File: config.mk
export PLATFORM = sky130hd
export DESIGN_NAME = silence_gap_segment_detector_core_flat
export DESIGN_NICKNAME = d
export VERILOG_FILES = /design/src/hw/rtl/sgsd_pkg.sv /design/src/hw/rtl/sgsd_if.sv /design/src/hw/rtl/sgsd_queue.sv /design/src/hw/rtl/sgsd_front.sv /design/src/hw/rtl/sgsd_back.sv /design/src/hw/rtl/silence_gap_segment_detector_core.sv /design/src/flat_wrapper.sv
export SDC_FILE = /design/constraint.sdc
export NUM_CORES = 1
export LEC_CHECK = 0
export ABC_AREA = 1
export BUFFER_PORTS_ARGS = -buffer_cell sky130_fd_sc_hd__buf_4
export CAP_MARGIN = 20
export CORE_MARGIN = 3
export CORE_UTILIZATION = 50
export CTS_CLUSTER_DIAMETER = 100
export DETAILED_ROUTE_END_ITERATION = 6
export PLACE_DENSITY = 0.76
export SETUP_SLACK_MARGIN = 0.4
export SLEW_MARGIN = 15
export SYNTH_ARGS = -nofsm -noshare
export SYNTH_HDL_FRONTEND = slang
export SYNTH_SLANG_ARGS = --single-unit
File: constraint.sdc
create_clock -name clock -period 14.6 [get_ports clock]
set_input_delay 2.92 -clock clock [delete_from_list [all_inputs] [get_ports clock]]
set_output_delay 2.92 -clock clock [all_outputs]
set_load 0.02 [all_outputs]
File: src/hw/rtl/sgsd_pkg.sv
// Package with the shared types, constants and register codes of the silence gap detector.
package sgsd_pkg;

   localparam int SAMPLE_BITS_DEFAULT = 16;
   localparam int SUM_W               = 48;
   localparam int COUNT_W             = 16;
   localparam int TIME_W              = 32;
   localparam int LIMIT_W             = 42;
   localparam int KIND_W              = 2;
   localparam int CSR_INDEX_W         = 3;
   localparam int CSR_DATA_W          = 42;
   localparam int QUEUE_DEPTH         = 4;

   localparam logic [LIMIT_W-1:0] LIMIT_RESET        = LIMIT_W'(4366);
   localparam logic [COUNT_W-1:0] SILENCE_MAX_RESET  = COUNT_W'(620);
   localparam logic [COUNT_W-1:0] START_MAX_RESET    = COUNT_W'(100);
   localparam logic [TIME_W-1:0]  MERGE_WINDOW_RESET = TIME_W'(5100);
   localparam logic [TIME_W-1:0]  START_CHUNK_RESET  = TIME_W'(0);

   typedef enum logic [CSR_INDEX_W-1:0] {
      CSR_LIMIT        = 3'd0,
      CSR_SILENCE_MAX  = 3'd1,
      CSR_START_MAX    = 3'd2,
      CSR_MERGE_WINDOW = 3'd3,
      CSR_START_CHUNK  = 3'd4
   } csr_index_type;

   typedef enum logic [KIND_W-1:0] {
      EV_AD_START = 2'd0,
      EV_AD_END   = 2'd1,
      EV_END_MOVE = 2'd2
   } event_kind_type;

   typedef struct packed {
      logic [LIMIT_W-1:0] limit;
      logic [COUNT_W-1:0] silence_max;
      logic [COUNT_W-1:0] start_max;
      logic [TIME_W-1:0]  merge_window;
   } cfg_type;

   typedef struct packed {
      logic              load;
      logic [TIME_W-1:0] value;
   } time_load_type;

endpackage

File: src/hw/rtl/sgsd_if.sv
// Stream interfaces for the sample words and the event words.
interface sgsd_req_if #(
   parameter int SAMPLE_BITS = sgsd_pkg::SAMPLE_BITS_DEFAULT
);
   logic                          valid;
   logic                          ready;
   logic signed [SAMPLE_BITS-1:0] sample;
   logic                          chunk_end;

   modport source (output valid, output sample, output chunk_end, input ready);
   modport sink (input valid, input sample, input chunk_end, output ready);
endinterface

interface sgsd_rsp_if;
   logic                              valid;
   logic                              ready;
   logic [sgsd_pkg::KIND_W-1:0]       event_kind;
   logic [sgsd_pkg::TIME_W-1:0]       event_time;

   modport source (output valid, output event_kind, output event_time, input ready);
   modport sink (input valid, input event_kind, input event_time, output ready);
endinterface

File: src/hw/rtl/sgsd_queue.sv
// Short queue of chunk classifications between the front and the back.
module sgsd_queue (
   input  logic clock,
   input  logic reset,
   input  logic push,
   input  logic push_loud,
   input  logic pop,
   output logic full,
   output logic head_valid,
   output logic head_loud
);

   localparam int DEPTH = sgsd_pkg::QUEUE_DEPTH;
   localparam int PTR_W = (DEPTH > 1) ? $clog2(DEPTH) : 1;
   localparam int CNT_W = $clog2(DEPTH + 1);

   logic             loud_ff [DEPTH];
   logic [PTR_W-1:0] wr_ptr_ff, wr_ptr_in;
   logic [PTR_W-1:0] rd_ptr_ff, rd_ptr_in;
   logic [CNT_W-1:0] count_ff, count_in;

   assign full       = (count_ff == CNT_W'(DEPTH));
   assign head_valid = (count_ff != '0);
   assign head_loud  = loud_ff[rd_ptr_ff];

   always_comb begin
      wr_ptr_in = wr_ptr_ff;
      rd_ptr_in = rd_ptr_ff;
      count_in  = count_ff;
      if (push) begin
         wr_ptr_in = (wr_ptr_ff == PTR_W'(DEPTH - 1)) ? '0 : wr_ptr_ff + 1'b1;
      end
      if (pop) begin
         rd_ptr_in = (rd_ptr_ff == PTR_W'(DEPTH - 1)) ? '0 : rd_ptr_ff + 1'b1;
      end
      if (push && !pop) begin
         count_in = count_ff + 1'b1;
      end else if (pop && !push) begin
         count_in = count_ff - 1'b1;
      end
   end

   always_ff @(posedge clock) begin
      if (reset) begin
         wr_ptr_ff <= '0;
         rd_ptr_ff <= '0;
         count_ff  <= '0;
      end else begin
         wr_ptr_ff <= wr_ptr_in;
         rd_ptr_ff <= rd_ptr_in;
         count_ff  <= count_in;
      end
   end

   always_ff @(posedge clock) begin
      if (push) begin
         loud_ff[wr_ptr_ff] <= push_loud;
      end
   end

endmodule

File: src/hw/rtl/sgsd_front.sv
// Front end: squares each sample, sums a chunk and classifies it as loud or silent.
module sgsd_front #(
   parameter int SAMPLE_BITS = sgsd_pkg::SAMPLE_BITS_DEFAULT
) (
   input  logic                           clock,
   input  logic                           reset,
   sgsd_req_if.sink                       req_chan,
   input  logic [sgsd_pkg::LIMIT_W-1:0]   limit,
   input  logic                           queue_full,
   output logic                           push,
   output logic                           push_loud
);

   localparam int MAG_W = SAMPLE_BITS + 1;
   localparam int SQ_W  = 2 * SAMPLE_BITS;
   localparam int SUM_W = sgsd_pkg::SUM_W;

   logic signed [MAG_W-1:0] sample_ext;
   logic [MAG_W-1:0]        magnitude;
   logic [SQ_W-1:0]         square_in;
   logic                    stall;
   logic                    advance;

   logic                    sq_valid_ff;
   logic                    sq_end_ff;
   logic [SQ_W-1:0]         sq_ff;
   logic [SUM_W-1:0]        sum_ff, sum_in;
   logic [SUM_W:0]          sum_add;
   logic [SUM_W-1:0]        sum_sat;

   assign sample_ext = MAG_W'(req_chan.sample);
   assign magnitude  = sample_ext[MAG_W-1] ? MAG_W'(-sample_ext) : MAG_W'(sample_ext);
   assign square_in  = SQ_W'(magnitude * magnitude);

   assign stall          = sq_valid_ff && sq_end_ff && queue_full;
   assign advance        = !stall;
   assign req_chan.ready = advance;

   assign sum_add   = {1'b0, sum_ff} + (SUM_W + 1)'(sq_ff);
   assign sum_sat   = sum_add[SUM_W] ? {SUM_W{1'b1}} : sum_add[SUM_W-1:0];
   assign push      = sq_valid_ff && sq_end_ff && advance;
   assign push_loud = !(sum_sat < SUM_W'(limit));

   always_comb begin
      sum_in = sum_ff;
      if (advance && sq_valid_ff) begin
         sum_in = sq_end_ff ? '0 : sum_sat;
      end
   end

   always_ff @(posedge clock) begin
      if (reset) begin
         sq_valid_ff <= 1'b0;
         sum_ff      <= '0;
      end else begin
         sum_ff <= sum_in;
         if (advance) begin
            sq_valid_ff <= req_chan.valid;
         end
      end
   end

   always_ff @(posedge clock) begin
      if (advance) begin
         sq_ff     <= square_in;
         sq_end_ff <= req_chan.chunk_end;
      end
   end

endmodule

File: src/hw/rtl/sgsd_back.sv
// Back end: silence counting, ad start and end decisions and the event output register.
module sgsd_back (
   input  logic                    clock,
   input  logic                    reset,
   input  sgsd_pkg::cfg_type       cfg,
   input  sgsd_pkg::time_load_type time_load,
   input  logic                    head_valid,
   input  logic                    head_loud,
   output logic                    pop,
   sgsd_rsp_if.source              rsp_chan
);

   localparam int COUNT_W = sgsd_pkg::COUNT_W;
   localparam int TIME_W  = sgsd_pkg::TIME_W;

   logic [COUNT_W-1:0]       count_ff, count_in;
   logic                     running_ff, running_in;
   logic [TIME_W-1:0]        chunk_ff, chunk_in;
   logic [TIME_W-1:0]        prev_end_ff, prev_end_in;
   logic                     have_prev_ff, have_prev_in;
   logic                     out_valid_ff, out_valid_in;
   sgsd_pkg::event_kind_type out_kind_ff, kind_in;
   logic [TIME_W-1:0]        out_time_ff;

   logic                     emit;
   logic                     boundary;
   logic [TIME_W-1:0]        gap;
   logic                     merge;

   assign pop      = head_valid && (!out_valid_ff || rsp_chan.ready);
   assign boundary = (count_ff != '0) && (count_ff <= cfg.silence_max);
   assign gap      = chunk_ff - prev_end_ff;
   assign merge    = have_prev_ff && (gap < cfg.merge_window);

   always_comb begin
      count_in     = count_ff;
      running_in   = running_ff;
      prev_end_in  = prev_end_ff;
      have_prev_in = have_prev_ff;
      chunk_in     = chunk_ff;
      emit         = 1'b0;
      kind_in      = sgsd_pkg::EV_AD_START;
      if (pop) begin
         chunk_in = chunk_ff + 1'b1;
         priority if (!head_loud) begin
            if (count_ff != {COUNT_W{1'b1}}) begin
               count_in = count_ff + 1'b1;
            end
         end else if (!running_ff) begin
            priority if (boundary && merge) begin
               prev_end_in = chunk_ff;
               count_in    = '0;
               emit        = 1'b1;
               kind_in     = sgsd_pkg::EV_END_MOVE;
            end else if (boundary && count_ff <= cfg.start_max) begin
               running_in = 1'b1;
               count_in   = '0;
               emit       = 1'b1;
               kind_in    = sgsd_pkg::EV_AD_START;
            end else if (!boundary && count_ff > cfg.start_max) begin
               count_in = '0;
            end else begin
               count_in = count_ff;
            end
         end else begin
            priority if (boundary) begin
               running_in   = 1'b0;
               count_in     = '0;
               prev_end_in  = chunk_ff;
               have_prev_in = 1'b1;
               emit         = 1'b1;
               kind_in      = sgsd_pkg::EV_AD_END;
            end else if (count_ff > cfg.silence_max) begin
               count_in = '0;
            end else begin
               count_in = count_ff;
            end
         end
      end
      if (time_load.load) begin
         chunk_in = time_load.value;
      end
   end

   always_comb begin
      out_valid_in = out_valid_ff;
      if (pop) begin
         out_valid_in = emit;
      end else if (rsp_chan.ready) begin
         out_valid_in = 1'b0;
      end
   end

   always_ff @(posedge clock) begin
      if (reset) begin
         count_ff     <= '0;
         running_ff   <= 1'b0;
         chunk_ff     <= sgsd_pkg::START_CHUNK_RESET;
         prev_end_ff  <= '0;
         have_prev_ff <= 1'b0;
         out_valid_ff <= 1'b0;
      end else begin
         count_ff     <= count_in;
         running_ff   <= running_in;
         chunk_ff     <= chunk_in;
         prev_end_ff  <= prev_end_in;
         have_prev_ff <= have_prev_in;
         out_valid_ff <= out_valid_in;
      end
   end

   always_ff @(posedge clock) begin
      if (pop && emit) begin
         out_kind_ff <= kind_in;
         out_time_ff <= chunk_ff;
      end
   end

   assign rsp_chan.valid      = out_valid_ff;
   assign rsp_chan.event_kind = out_kind_ff;
   assign rsp_chan.event_time = out_time_ff;

endmodule

File: src/hw/rtl/silence_gap_segment_detector_core.sv
// Top level of the silence gap detector: configuration registers, front, queue and back.
// An event word passes the square and sum register, the chunk queue and the output register.
// Throughput: one sample word per cycle via the square and sum stage if the queue has room.
// The back decides one chunk per cycle while its output is free; each side stalls alone.
// Reset (synchronous) restores the default registers, clears sum, counters and ad state,
// and sets the chunk time to the default start time; no clearing pass is needed.
module silence_gap_segment_detector_core #(
   parameter int SAMPLE_BITS = sgsd_pkg::SAMPLE_BITS_DEFAULT
) (
   input  logic                              clock,
   input  logic                              reset,
   sgsd_req_if.sink                          req_chan,
   sgsd_rsp_if.source                        rsp_chan,
   input  logic                              csr_we,
   input  logic [sgsd_pkg::CSR_INDEX_W-1:0]  csr_index,
   input  logic [sgsd_pkg::CSR_DATA_W-1:0]   csr_wdata
);

   sgsd_pkg::cfg_type       cfg_ff, cfg_in;
   sgsd_pkg::time_load_type time_load;
   logic                    queue_full;
   logic                    push;
   logic                    push_loud;
   logic                    pop;
   logic                    head_valid;
   logic                    head_loud;

   always_comb begin
      cfg_in          = cfg_ff;
      time_load.load  = 1'b0;
      time_load.value = csr_wdata[sgsd_pkg::TIME_W-1:0];
      if (csr_we) begin
         unique case (csr_index)
            sgsd_pkg::CSR_LIMIT: begin
               cfg_in.limit = csr_wdata[sgsd_pkg::LIMIT_W-1:0];
            end
            sgsd_pkg::CSR_SILENCE_MAX: begin
               cfg_in.silence_max = csr_wdata[sgsd_pkg::COUNT_W-1:0];
            end
            sgsd_pkg::CSR_START_MAX: begin
               cfg_in.start_max = csr_wdata[sgsd_pkg::COUNT_W-1:0];
            end
            sgsd_pkg::CSR_MERGE_WINDOW: begin
               cfg_in.merge_window = csr_wdata[sgsd_pkg::TIME_W-1:0];
            end
            sgsd_pkg::CSR_START_CHUNK: begin
               time_load.load = 1'b1;
            end
            default: begin
               cfg_in = cfg_ff;
            end
         endcase
      end
   end

   always_ff @(posedge clock) begin
      if (reset) begin
         cfg_ff.limit        <= sgsd_pkg::LIMIT_RESET;
         cfg_ff.silence_max  <= sgsd_pkg::SILENCE_MAX_RESET;
         cfg_ff.start_max    <= sgsd_pkg::START_MAX_RESET;
         cfg_ff.merge_window <= sgsd_pkg::MERGE_WINDOW_RESET;
      end else begin
         cfg_ff <= cfg_in;
      end
   end

   sgsd_front #(
      .SAMPLE_BITS(SAMPLE_BITS)
   ) u_front (
      .clock      (clock),
      .reset      (reset),
      .req_chan   (req_chan),
      .limit      (cfg_ff.limit),
      .queue_full (queue_full),
      .push       (push),
      .push_loud  (push_loud)
   );

   sgsd_queue u_queue (
      .clock      (clock),
      .reset      (reset),
      .push       (push),
      .push_loud  (push_loud),
      .pop        (pop),
      .full       (queue_full),
      .head_valid (head_valid),
      .head_loud  (head_loud)
   );

   sgsd_back u_back (
      .clock      (clock),
      .reset      (reset),
      .cfg        (cfg_ff),
      .time_load  (time_load),
      .head_valid (head_valid),
      .head_loud  (head_loud),
      .pop        (pop),
      .rsp_chan   (rsp_chan)
   );

endmodule

File: src/flat_wrapper.sv
// flat-port wrapper written by rule: the top's interface ports become plain ports
module silence_gap_segment_detector_core_flat 
#(
   parameter int SAMPLE_BITS = sgsd_pkg::SAMPLE_BITS_DEFAULT
)
  (clock, reset, csr_we, csr_index, csr_wdata, req_chan_valid, req_chan_sample, req_chan_chunk_end, req_chan_ready, rsp_chan_valid, rsp_chan_event_kind, rsp_chan_event_time, rsp_chan_ready);
  sgsd_req_if #(.SAMPLE_BITS(SAMPLE_BITS)) req_chan_i ();
  sgsd_rsp_if rsp_chan_i ();
  input  logic clock;
  input  logic reset;
  input  logic csr_we;
  input  logic [sgsd_pkg::CSR_INDEX_W-1:0] csr_index;
  input  logic [sgsd_pkg::CSR_DATA_W-1:0] csr_wdata;
  input wire logic [$bits(req_chan_i.valid)-1:0] req_chan_valid;
  input wire logic [$bits(req_chan_i.sample)-1:0] req_chan_sample;
  input wire logic [$bits(req_chan_i.chunk_end)-1:0] req_chan_chunk_end;
  output wire logic [$bits(req_chan_i.ready)-1:0] req_chan_ready;
  output wire logic [$bits(rsp_chan_i.valid)-1:0] rsp_chan_valid;
  output wire logic [$bits(rsp_chan_i.event_kind)-1:0] rsp_chan_event_kind;
  output wire logic [$bits(rsp_chan_i.event_time)-1:0] rsp_chan_event_time;
  input wire logic [$bits(rsp_chan_i.ready)-1:0] rsp_chan_ready;
  assign req_chan_i.valid = req_chan_valid;
  assign req_chan_i.sample = req_chan_sample;
  assign req_chan_i.chunk_end = req_chan_chunk_end;
  assign req_chan_ready = req_chan_i.ready;
  assign rsp_chan_valid = rsp_chan_i.valid;
  assign rsp_chan_event_kind = rsp_chan_i.event_kind;
  assign rsp_chan_event_time = rsp_chan_i.event_time;
  assign rsp_chan_i.ready = rsp_chan_ready;
  silence_gap_segment_detector_core #(.SAMPLE_BITS(SAMPLE_BITS)) u_core (.clock(clock), .reset(reset), .req_chan(req_chan_i), .rsp_chan(rsp_chan_i), .csr_we(csr_we), .csr_index(csr_index), .csr_wdata(csr_wdata));
endmodule
==> impl_metrics.yaml, run 1 <==
run_status:
  status: "finished clean"
worst_setup_path:
  startpoint: "req_chan_sample[0]"
  endpoint_kind: "flop"
  reg2reg_depth: 30
  crit_type: "input pin to flop"
  start_kind: "input pin"
  path_max_fanout: 14
  cpMaxStageDelayCell: "fa_1"
  endpoint: "u_core.u_front.sq_ff[28]$_DFFE_PN_"
  crit_path_frequent_cell: "inv_1"
  r2r-end: "u_core.u_back.rsp_chan.event_time[28]$_DFFE_PP_"
  crit_required_ns: 14.88
  rr_startpoint: "u_core.u_back.chunk_ff[2]$_SDFFE_PP0P_"
  arrival_ns: 10.20
  ff2ff_setup_slack_ns: 9.35
  slowest_delay_ns: 0.54
place:
  place_inst: 4374
  gp_congestion: 0.984
  hpwl_mm: 54.3
  numPortBuffers: 102
power:
  powerDensity_nw_per_um2: 226
  p_leak_nw: 14.5
  power_frac_seq_pct: 18.7
  p_sw_share_pct: 48.7
  p_int_mw: 3.51
  vdd_drop_max_mv: 0.320
  p_clk_share_pct: 13.2
  p_switching_mw: 3.33
  p_comb_share_pct: 68.1
synth:
  ys.flop_type: "dfxtp_1"
  syn_area_per_cell_sq_um: 7.60
  synth_edf_count: 70
  yosys-top-cells-area: "dfxtp_1 18%, fa_1 14%, ha_1 13%, nand2_1 9.3%, inv_1 9.0%"
  synthesis.area_sq_um: 27500
  syn_inst: 3620
  ys_async_sr_fraction_pct: 0
  synth_warnings: 0
  synthDistinctLibCells: 61
  synth_top_area_share_pct: 18.0
  yosysSeqAreaShare_pct: 25.6
  synth_top_area_cell: "dfxtp_1"
  synth-seq-cells: 317
sta:
  finalHoldViolCount: 0
  setup_violations: 0
  drv_slew: 0
  fin_crit_sh_pct: 68.0
  rsz0062_at_grt: "false"
  slew_headroom_pct: 38.1
  worstMarginPinSlew_ns: 0.923
  finalCriticalPeriod_ns: 9.92
  fmax_mhz: 101
  finalClockSkew_ns: 0.0239
  setup_tns_ns: 0
clocking:
  cts_buffers: 36
  clockBufferDepth: 3
  h-tree-depth: 2
  cts_resized: 0
  cts_setup_buffers: 0
  numClockSinks: 317
  cts_tree: "yes"
  cts_hold_buf: 0
  clk_pin_slew_worst_paths_ns: 0.06
  clock-root-buffer: "clkbuf_16"
  clock_latency_ns: 0.54
floorplan:
  die_w_um: 241
  start_util_pct: 50.8
  die_h_um: 241
  pin_count: 103
  core_area_sq_um: 54100
  dieArea_sq_um: 57800
  rows: 85
finish:
  n_antenna_cell: 0
  drive_gt1_share_pct: 7.10
  final_cells: 4441
  finalNetCount: 4254
  area_growth_pct: 9.86
detailed_routing:
  route.vias.total: 23400
  wire_per_inst_um: 15.5
  drt.antenna.violating_nets: 0
  drtIter0Drc: 1331
  viasPerCell: 5.27
  firstDrtPassIters: 5
  drc_errors: 0
  routed_wl_mm: 68.8
global_routing:
  grt_pass1_wl_mm: 113
  grtUsageTotal_pct: 24.0
  grt_overflow: 0
  grt_max_degree: 85
  antenna_found_initial: 0
  grt_pass1_vias: 23000
worst_hold_path:
  hold_path.class: "flop to flop"
flow_run:
  cap_violations: 0
cell usage after synthesis, types with 9 or more instances:
cell type,instances
ha_1,275
o211ai_1,23
nand4_1,38
nor3_1,37
o21bai_1,13
nand3_2,19
a21oi_1,327
o21ai_0,218
nand3_1,110
or2_2,28
edfxtp_1,70
xor2_1,78
inv_1,659
a31oi_1,27
nand2_1,678
nor2_1,325
xnor2_1,41
dfxtp_1,247
inv_2,9
clkbuf_1,72
buf_2,12
nor4_1,14
fa_1,194
final cells by class:
type | instances | area, sq um
fill | 5045 | 23900
multi-input combinational | 2572 | 17700
sequential | 317 | 7050
inverter | 672 | 2520
clock buffer | 52 | 1020
timing repair buffer | 119 | 913
tap | 696 | 871
clock inverter | 13 | 144
how the worst min path moves through the flow:
stage / startpoint / end / slack [ns] / depth (start not counted)
finish: u_core.cfg_ff[52]$_SDFFE_PP0P_ / u_core.cfg_ff[52]$_SDFFE_PP0P_ / 0.46 / 2
global route: u_core.cfg_ff[56]$_SDFFE_PP0P_ / u_core.cfg_ff[56]$_SDFFE_PP0P_ / 0.48 / 2
CTS: u_core.cfg_ff[56]$_SDFFE_PP0P_ / u_core.cfg_ff[56]$_SDFFE_PP0P_ / 0.46 / 2
detailed placement: u_core.cfg_ff[52]$_SDFFE_PP0P_ / u_core.cfg_ff[52]$_SDFFE_PP0P_ / 0.45 / 2
global placement: u_core.cfg_ff[33]$_SDFFE_PP0P_ / u_core.cfg_ff[33]$_SDFFE_PP0P_ / 0.45 / 2
floorplan: u_core.cfg_ff[33]$_SDFFE_PP0P_ / u_core.cfg_ff[33]$_SDFFE_PP0P_ / 0.43 / 2
kinds of logic after synthesis:
logic type               count (synthesis)  synth area share, %
AO/OA/AOI/OAI                          658                 13.0
XOR/XNOR                               120                 3.85
adder cells (fa/ha/maj)                469                 26.6
buffers and inverters                  764                 10.6
flip-flops                             317                 25.6
other                                    2               0.0273
AND/OR/NAND/NOR                       1290                 20.3
worst max-delay path, delay by kind of cell:
family	cells	cell delay, ns
adders and majority gates	7	3.23
and+or+nand+nor	9	1.61
AOI/OAI and AO/OA	7	1.35
buffers and inverters	10	0.92
xor gates and xnor gates	1	0.15
sequential cells by signal, summed over array words and instances (netlist names), 3 cells and up, named ones only:
register and count:
u_core.cfg_ff 106, u_core.u_back.chunk_ff 32, u_core.u_back.count_ff 16, u_core.u_back.prev_end_ff 32, u_core.u_back.rsp_chan.event_time 32, u_core.u_front.sq_ff 31
u_core.u_front.sum_ff 48, u_core.u_queue.count_ff 3, u_core.u_queue.loud_ff 4
routing by layer:
layer  part of all wire (%)  global-route usage, %  vias up
met5                      0                      0        -
met4                    3.4                   8.40        0
met3                    5.6                   2.86      149
met2                     48                   41.6      657
met1                     43                   31.0    10900
li1                       -                      -    11800
per-stage QoR:
step | power [mW] | hold WS [ns] | cell area [sq um] | utilization, % | setup WS (ns)
global route | 7.59 | 0.479 | 30200 | 55.8 | 4.28
CTS | 6.85 | 0.460 | 30200 | 55.7 | 4.52
detailed placement | 5.91 | 0.453 | 29000 | 53.6 | 3.96
floorplan | 4.84 | 0.433 | 27600 | - | 5.01
finish | 6.84 | 0.456 | 30200 | 55.8 | 4.68
global placement | 5.81 | 0.447 | 29000 | 53.6 | 4.17
power groups by stage:
stage / clock network [mW] / registers (mW) / logic [mW]
6_report: 0.903 / 1.28 / 4.66
5_1_grt: 0.955 / 1.30 / 5.34
4_1_cts: 0.918 / 1.28 / 4.65
3_5_place_dp: 0 / 1.30 / 4.61
3_3_place_gp: 0 / 1.30 / 4.51
2_1_floorplan: 0 / 1.31 / 3.52
cell usage in the layout, fill, tap and decap left out, types with 70 or more instances in the layout:
cell	n
nand2_1	678
inv_1	659
a21oi_1	327
nor2_1	324
ha_1	275
dfxtp_1	247
o21ai_0	217
fa_1	194
buf_4	118
nand3_1	109
xor2_1	78
edfxtp_1	70
Power figures use the tool's default switching activity.
==> inputs of run 2 (changes only) <==
--- a/config.mk
+++ b/config.mk
@@ -5,7 +5,7 @@
 export SDC_FILE = /design/constraint.sdc
 export NUM_CORES = 1
 export LEC_CHECK = 0
-export ABC_AREA = 1
+export ABC_AREA = 0
 export BUFFER_PORTS_ARGS = -buffer_cell sky130_fd_sc_hd__buf_4
 export CAP_MARGIN = 20
 export CORE_MARGIN = 3
==> constraint.sdc (replaced) <==
create_clock -name clock -period 9.25 [get_ports clock]
set_input_delay 1.85 -clock clock [delete_from_list [all_inputs] [get_ports clock]]
set_output_delay 1.85 -clock clock [all_outputs]
set_load 0.02 [all_outputs]
==> run 2 against run 1 <==
Clock skew rose by 0.0053 ns. Register-to-register slack got worse by 6.3 ns. Flip-flop and latch count did not move. Critical path type unchanged.
==> impl_metrics.yaml, run 2 <==
sta:
  setup_tns_ns: 0
  fmax_mhz: 116
  finalClockSkew_ns: 0.0293
  setup_violations: 0
  worstMarginPinSlew_ns: 1.09
  finalHoldViolCount: 0
  rsz0062_at_grt: "false"
  fin_crit_sh_pct: 93.4
  drv_slew: 0
  finalCriticalPeriod_ns: 8.64
  worst_slack_ns: 0.611
  slew_headroom_pct: 26.7
clocking:
  cts_tree: "yes"
  clockBufferDepth: 3
  cts_buffers: 34
  numClockSinks: 317
  h-tree-depth: 2
  clock-root-buffer: "clkbuf_16"
  clock_latency_ns: 0.54
  cts_hold_buf: 0
  clk_pin_slew_worst_paths_ns: 0.06
floorplan:
  dieArea_sq_um: 54800
  pin_count: 103
  start_util_pct: 51.2
  die_h_um: 234
  core_area_sq_um: 50800
  rows: 82
  die_w_um: 234
worst_setup_path:
  r2r-end: "u_core.u_back.rsp_chan.event_kind[1]$_SDFFCE_PP0P_"
  start_kind: "input pin"
  rr_startpoint: "u_core.u_back.chunk_ff[0]$_SDFFE_PP0P_"
  ff2ff_setup_slack_ns: 3.09
  endpoint_kind: "flop"
  crit_required_ns: 9.53
  path_max_fanout: 3
  reg2reg_depth: 21
  startpoint: "req_chan_sample[3]"
  arrival_ns: 8.91
  crit_type: "input pin to flop"
synth:
  synth_warnings: 0
  yosys-top-cells-area: "dfxtp_1 19%, fa_1 15%, ha_1 13%, edfxtp_1 8.1%, inv_1 6.7%"
  yosysSeqAreaShare_pct: 27.1
  synth_commonest_cells: "462 x inv_1, 402 x nand2_1, 275 x ha_1"
  ys_async_sr_fraction_pct: 0
  synth_top_area_share_pct: 19.0
  synth-seq-cells: 317
  syn_inst: 3010
  ys.flop_type: "dfxtp_1"
  synth_edf_count: 70
  synth_top_area_cell: "dfxtp_1"
  synth.most_common_cell: "inv_1"
  syn_area_per_cell_sq_um: 8.64
  synthDistinctLibCells: 78
  synthesis.area_sq_um: 26000
finish:
  area_growth_pct: 13.7
  n_antenna_cell: 0
  largest-register: "u_core.cfg_ff"
  finalNetCount: 3713
  design_area_sq_um: 29600
  mostFrequentLayoutCell: "inv_1"
  top_regs: "u_core.cfg_ff: 106 flops, u_core.u_front.sum_ff: 48 flops"
  largest_reg_flops: 106
  drive_gt1_share_pct: 10.4
  final_cells: 3874
  final_cell_mix: "449 x inv_1, 394 x nand2_1, 268 x ha_1, 247 x dfxtp_1, 220 x a21oi_1"
  fillers: 4416
detailed_routing:
  drt.antenna.violating_nets: 0
  viasPerCell: 5.48
  routed_wl_mm: 63.4
  drtIter0Drc: 1241
  wire_per_inst_um: 16.4
  firstDrtPassIters: 5
  route.vias.total: 21200
  drc_errors: 0
place:
  hpwl_mm: 48.0
  place_inst: 3804
  post-place-ws_ns: -0.157
  numPortBuffers: 102
  gp_congestion: 0.912
  postPlaceCellArea_sq_um: 28200
worst_hold_path:
  holdPathEnd: "u_core.cfg_ff[96]$_SDFFE_PP0P_"
  hp-start: "u_core.cfg_ff[96]$_SDFFE_PP0P_"
  hold_depth: 2
  hold_path.class: "flop to flop"
global_routing:
  antenna_found_initial: 0
  grt_pass1_wl_mm: 103
  grt_pass1_vias: 20700
  grt_overflow: 0
  grtUsageTotal_pct: 23.0
  grt_max_degree: 107
flow_run:
  cap_violations: 0
run_status:
  status: "finished clean"
-- run 2: cell count changes in the layout (fill, tap and decap cells not counted), moves of 70 or more --
cell     previous run  this run
nand2_1           678       394
inv_1             659       449
o21ai_0           217        70
nor2_1            324       208
a21oi_1           327       220
nand3_1           109        39
-- run 2: critical path, stage by stage --
cell and delay (ns):
buf_4 0.11, or4_4 0.51, or4_4 0.44, or4_4 0.50, or4b_4 0.52, nand2b_4 0.16
fa_1 0.50, inv_1 0.06, fa_1 0.55, fa_1 0.45, fa_2 0.48, fa_1 0.48
inv_1 0.04, fa_1 0.49, inv_2 0.05, ha_4 0.26, nand4_1 0.17, nor4_4 0.38
o21ai_2 0.15, o41ai_4 0.37, a211oi_2 0.12, o21bai_1 0.16, xnor2_1 0.09
-- run 2: cell families after synthesis --
family,synth area share [%]
AO/OA/AOI/OAI,14.9
XOR/XNOR,5.11
adder cells (fa/ha/maj),28.2
buffers and inverters,8.19
flip-flops,27.1
multiplexers,1.52
other,0.0289
AND/OR/NAND/NOR,15.0
-- run 2: routing by layer --
layer / global-route usage (%) / vias to the layer above / routed length (um)
met5: 0 / - / 0
met4: 8.55 / 0 / 2350
met3: 1.96 / 129 / 3130
met2: 39.3 / 586 / 29500
met1: 30.5 / 10100 / 28400
li1: - / 10400 / -
-- run 2: area by class of cell --
type                    count  area (sq um)  share of cell area, %
clock inverters             9          90.1                  0.304
well taps                 672           841                   2.84
clock buffers              52          1090                   3.70
repair buffers            193          1480                   5.00
multi-input cells        2162         17300                   58.4
flip-flops and latches    317          7050                   23.8
inverters                 469          1760                   5.95
-- run 2: timing repair --
item                       4_1_cts  5_1_grt
pin swaps                        1       59
setup buffers                    0        9
resized for setup                0       48
setup endpoints to repair        1       10
-- run 2: per-stage QoR --
step / utilization, % / hold WS, ns
floorplan: - / 0.432
global placement: 55.4 / 0.443
detailed placement: 55.5 / 0.447
CTS: 57.8 / 0.455
global route: 58.3 / 0.465
finish: 58.3 / 0.454
-- run 2: worst max-delay path by stage --
stage / cells past startpoint / endpoint
after floorplan: 27 / u_core.u_front.sq_ff[28]$_DFFE_PN_
after global placement: 23 / u_core.u_front.sq_ff[28]$_DFFE_PN_
after detailed placement: 25 / u_core.u_front.sq_ff[31]$_DFFE_PN_
after CTS: 23 / u_core.u_front.sq_ff[28]$_DFFE_PN_
after global routing: 30 / u_core.u_front.sq_ff[31]$_DFFE_PN_
final: 23 / u_core.u_front.sq_ff[31]$_DFFE_PN_
Power of run 2 is not shown: default switching activity piles up to over one toggle a cycle in this logic, so the estimate is an artifact.
==> inputs of run 3 (changes only) <==
--- a/config.mk
+++ b/config.mk
@@ -13,8 +13,10 @@
 export CTS_CLUSTER_DIAMETER = 100
 export DETAILED_ROUTE_END_ITERATION = 6
 export PLACE_DENSITY = 0.76
+export RECOVER_POWER = 25
 export SETUP_SLACK_MARGIN = 0.4
 export SLEW_MARGIN = 15
 export SYNTH_ARGS = -nofsm -noshare
 export SYNTH_HDL_FRONTEND = slang
 export SYNTH_SLANG_ARGS = --single-unit
+export TNS_END_PERCENT = 30
==> run 3 against run 2 <==
Register-to-register slack got worse by 0.70 ns. Wire length decreased by 0.35%. Worst hold slack about the same. Largest cell class unchanged. Critical endpoint unchanged. Core utilization decreased by 0.42 points. Sequential share of layout area increased by 0.17 points. The flow now finishes with violations (max-capacitance violations, max-slew violations). Clock skew increased by 0.00082 ns. Worst setup slack got worse by 0.013 ns. Global-route usage increased by 0.23 points. Via count decreased by 0.55%. Count of clock-buffer cells in the layout decreased by 6. Critical path depth unchanged.
==> impl_metrics.yaml, run 3 (synthesis gave the netlist of run 2 again) <==
floorplan:
  rows: 82
  die_h_um: 234
  start_util_pct: 51.2
  dieArea_sq_um: 54800
  pin_count: 103
  die_w_um: 234
  core_area_sq_um: 50800
clocking:
  h-tree-depth: 2
  numClockSinks: 317
  clock-root-buffer: "clkbuf_16"
  clockBufferDepth: 3
  cts_buffers: 34
  cts_tree: "yes"
  clk_pin_slew_worst_paths_ns: 0.06
  clock_latency_ns: 0.56
worst_setup_path:
  start_kind: "input pin"
  reg2reg_depth: 21
  rr_startpoint: "u_core.u_back.chunk_ff[0]$_SDFFE_PP0P_"
  cpMaxStageDelayCell: "fa_2"
  endpoint_kind: "flop"
  arrival_ns: 8.93
  ff2ff_setup_slack_ns: 2.39
  worstPathCellList: "buf_4 > or4_4 > or4_4 > or4_4 > or4b_4 > nand2b_4 > fa_1 > inv_1 > fa_2 > fa_2 > fa_2 > fa_1 > inv_1 > fa_1 > inv_1 > ha_4 > nand4_1 > nor4_4 > o21ai_2 > o41ai_4 > a211oi_2 > o21bai_1 > xnor2_1"
  crit_type: "input pin to flop"
  slowest_delay_ns: 0.58
  path_max_fanout: 5
  r2r-end: "u_core.u_back.rsp_chan.event_time[30]$_DFFE_PP_"
  startpoint: "req_chan_sample[2]"
  crit_required_ns: 9.53
detailed_routing:
  route.vias.total: 21100
  viasPerCell: 5.47
  firstDrtPassIters: 5
  routed_wl_mm: 63.2
  drt.antenna.violating_nets: 0
  drc_errors: 0
  drtIter0Drc: 1378
  wire_per_inst_um: 16.4
sta:
  drv_slew: 77
  finalCriticalPeriod_ns: 8.65
  finalClockSkew_ns: 0.0301
  worst_slack_ns: 0.597
  slew_headroom_pct: -37.2
  finalHoldViolCount: 0
  rsz0062_at_grt: "true"
  worstMarginPinSlew_ns: 2.06
  fmax_mhz: 116
  setup_violations: 0
  fin_crit_sh_pct: 93.5
worst_hold_path:
  hold_path.class: "flop to flop"
  hp-start: "u_core.cfg_ff[91]$_SDFFE_PP0P_"
  hold_depth: 2
  holdPathEnd: "u_core.cfg_ff[91]$_SDFFE_PP0P_"
finish:
  final_util_pct: 57.8
  design_area_sq_um: 29400
  fillers: 4529
  largest-register: "u_core.cfg_ff"
  drive_gt1_share_pct: 9.29
  final_cells: 3859
  final_cell_mix: "459 x inv_1, 398 x nand2_1, 270 x ha_1, 247 x dfxtp_1, 221 x a21oi_1"
  finalNetCount: 3698
  n_antenna_cell: 0
  largest_reg_flops: 106
  area_growth_pct: 12.9
  top_regs: "u_core.cfg_ff: 106 flops, u_core.u_front.sum_ff: 48 flops"
  mostFrequentLayoutCell: "inv_1"
global_routing:
  use_met3_pct: 2.25
  grt.busiest_layer: "met2"
  antenna_found_initial: 0
  met2_usage_pct: 39.1
  grt_max_degree: 93
  grtUsageTotal_pct: 23.2
  grt_pass1_wl_mm: 104
  use_met1_pct: 31.4
  grt_overflow: 0
  grt_pass1_vias: 20800
place:
  postPlaceCellArea_sq_um: 28100
  hpwl_mm: 48.2
  gp_congestion: 0.912
  post-place-ws_ns: -0.152
  numPortBuffers: 102
  place_inst: 3796
flow_run:
  cap_violations: 2
run_status:
  violations: "max-capacitance violations, max-slew violations"
  status: "complete, but fails checks"
[run 3: per-stage QoR]
stage	hold slack (ns)	setup TNS [ns]
4_1_cts	0.453	0
5_1_grt	0.474	0
3_5_place_dp	0.444	-0.317
6_report	0.454	0
2_1_floorplan	0.432	0
3_3_place_gp	0.442	-0.0876
[run 3: worst max-delay path, delay by kind of cell]
family	cells	cell delay [ns]
compound gates	4	0.79
xor+xnor	1	0.10
buf+inv	4	0.28
simple gates	7	2.67
fa+ha+maj	7	3.24
[run 3: routing by layer]
metal,part of all wire [%],routed length (um)
met1,45,28400
met2,46,29200
met3,5.4,3430
met4,3.4,2140
met5,0,0
[run 3: worst max path at each step]
stage | end | slack [ns] | cells past startpoint
CTS | u_core.u_front.sq_ff[31]$_DFFE_PN_ | 0.43 | 25
finish | u_core.u_front.sq_ff[31]$_DFFE_PN_ | 0.60 | 23
global placement | u_core.u_front.sq_ff[28]$_DFFE_PN_ | -0.05 | 23
global route | u_core.u_front.sq_ff[28]$_DFFE_PN_ | 0.35 | 24
detailed placement | u_core.u_front.sq_ff[31]$_DFFE_PN_ | -0.15 | 28
floorplan | u_core.u_front.sq_ff[28]$_DFFE_PN_ | 0.22 | 27
[run 3: repair_timing]
action	in CTS	in global routing
resized for setup	0	22
hold endpoints to repair	0	0
endpoints found under the setup margin	0	10
hold buffers	0	0
setup buffers	0	2
[run 3: layout make-up]
| cell class | count | area, sq um | share of cell area, % |
|---|---|---|---|
| clock buffer | 46 | 996 | 3.39 |
| inverter | 469 | 1760 | 6.00 |
| multi-input combinational | 2162 | 17200 | 58.7 |
| timing repair buffer | 178 | 1310 | 4.47 |
| tap | 672 | 841 | 2.86 |
| sequential | 317 | 7050 | 24.0 |
| clock inverter | 15 | 181 | 0.618 |
Power of run 3 is left out for the same reason.
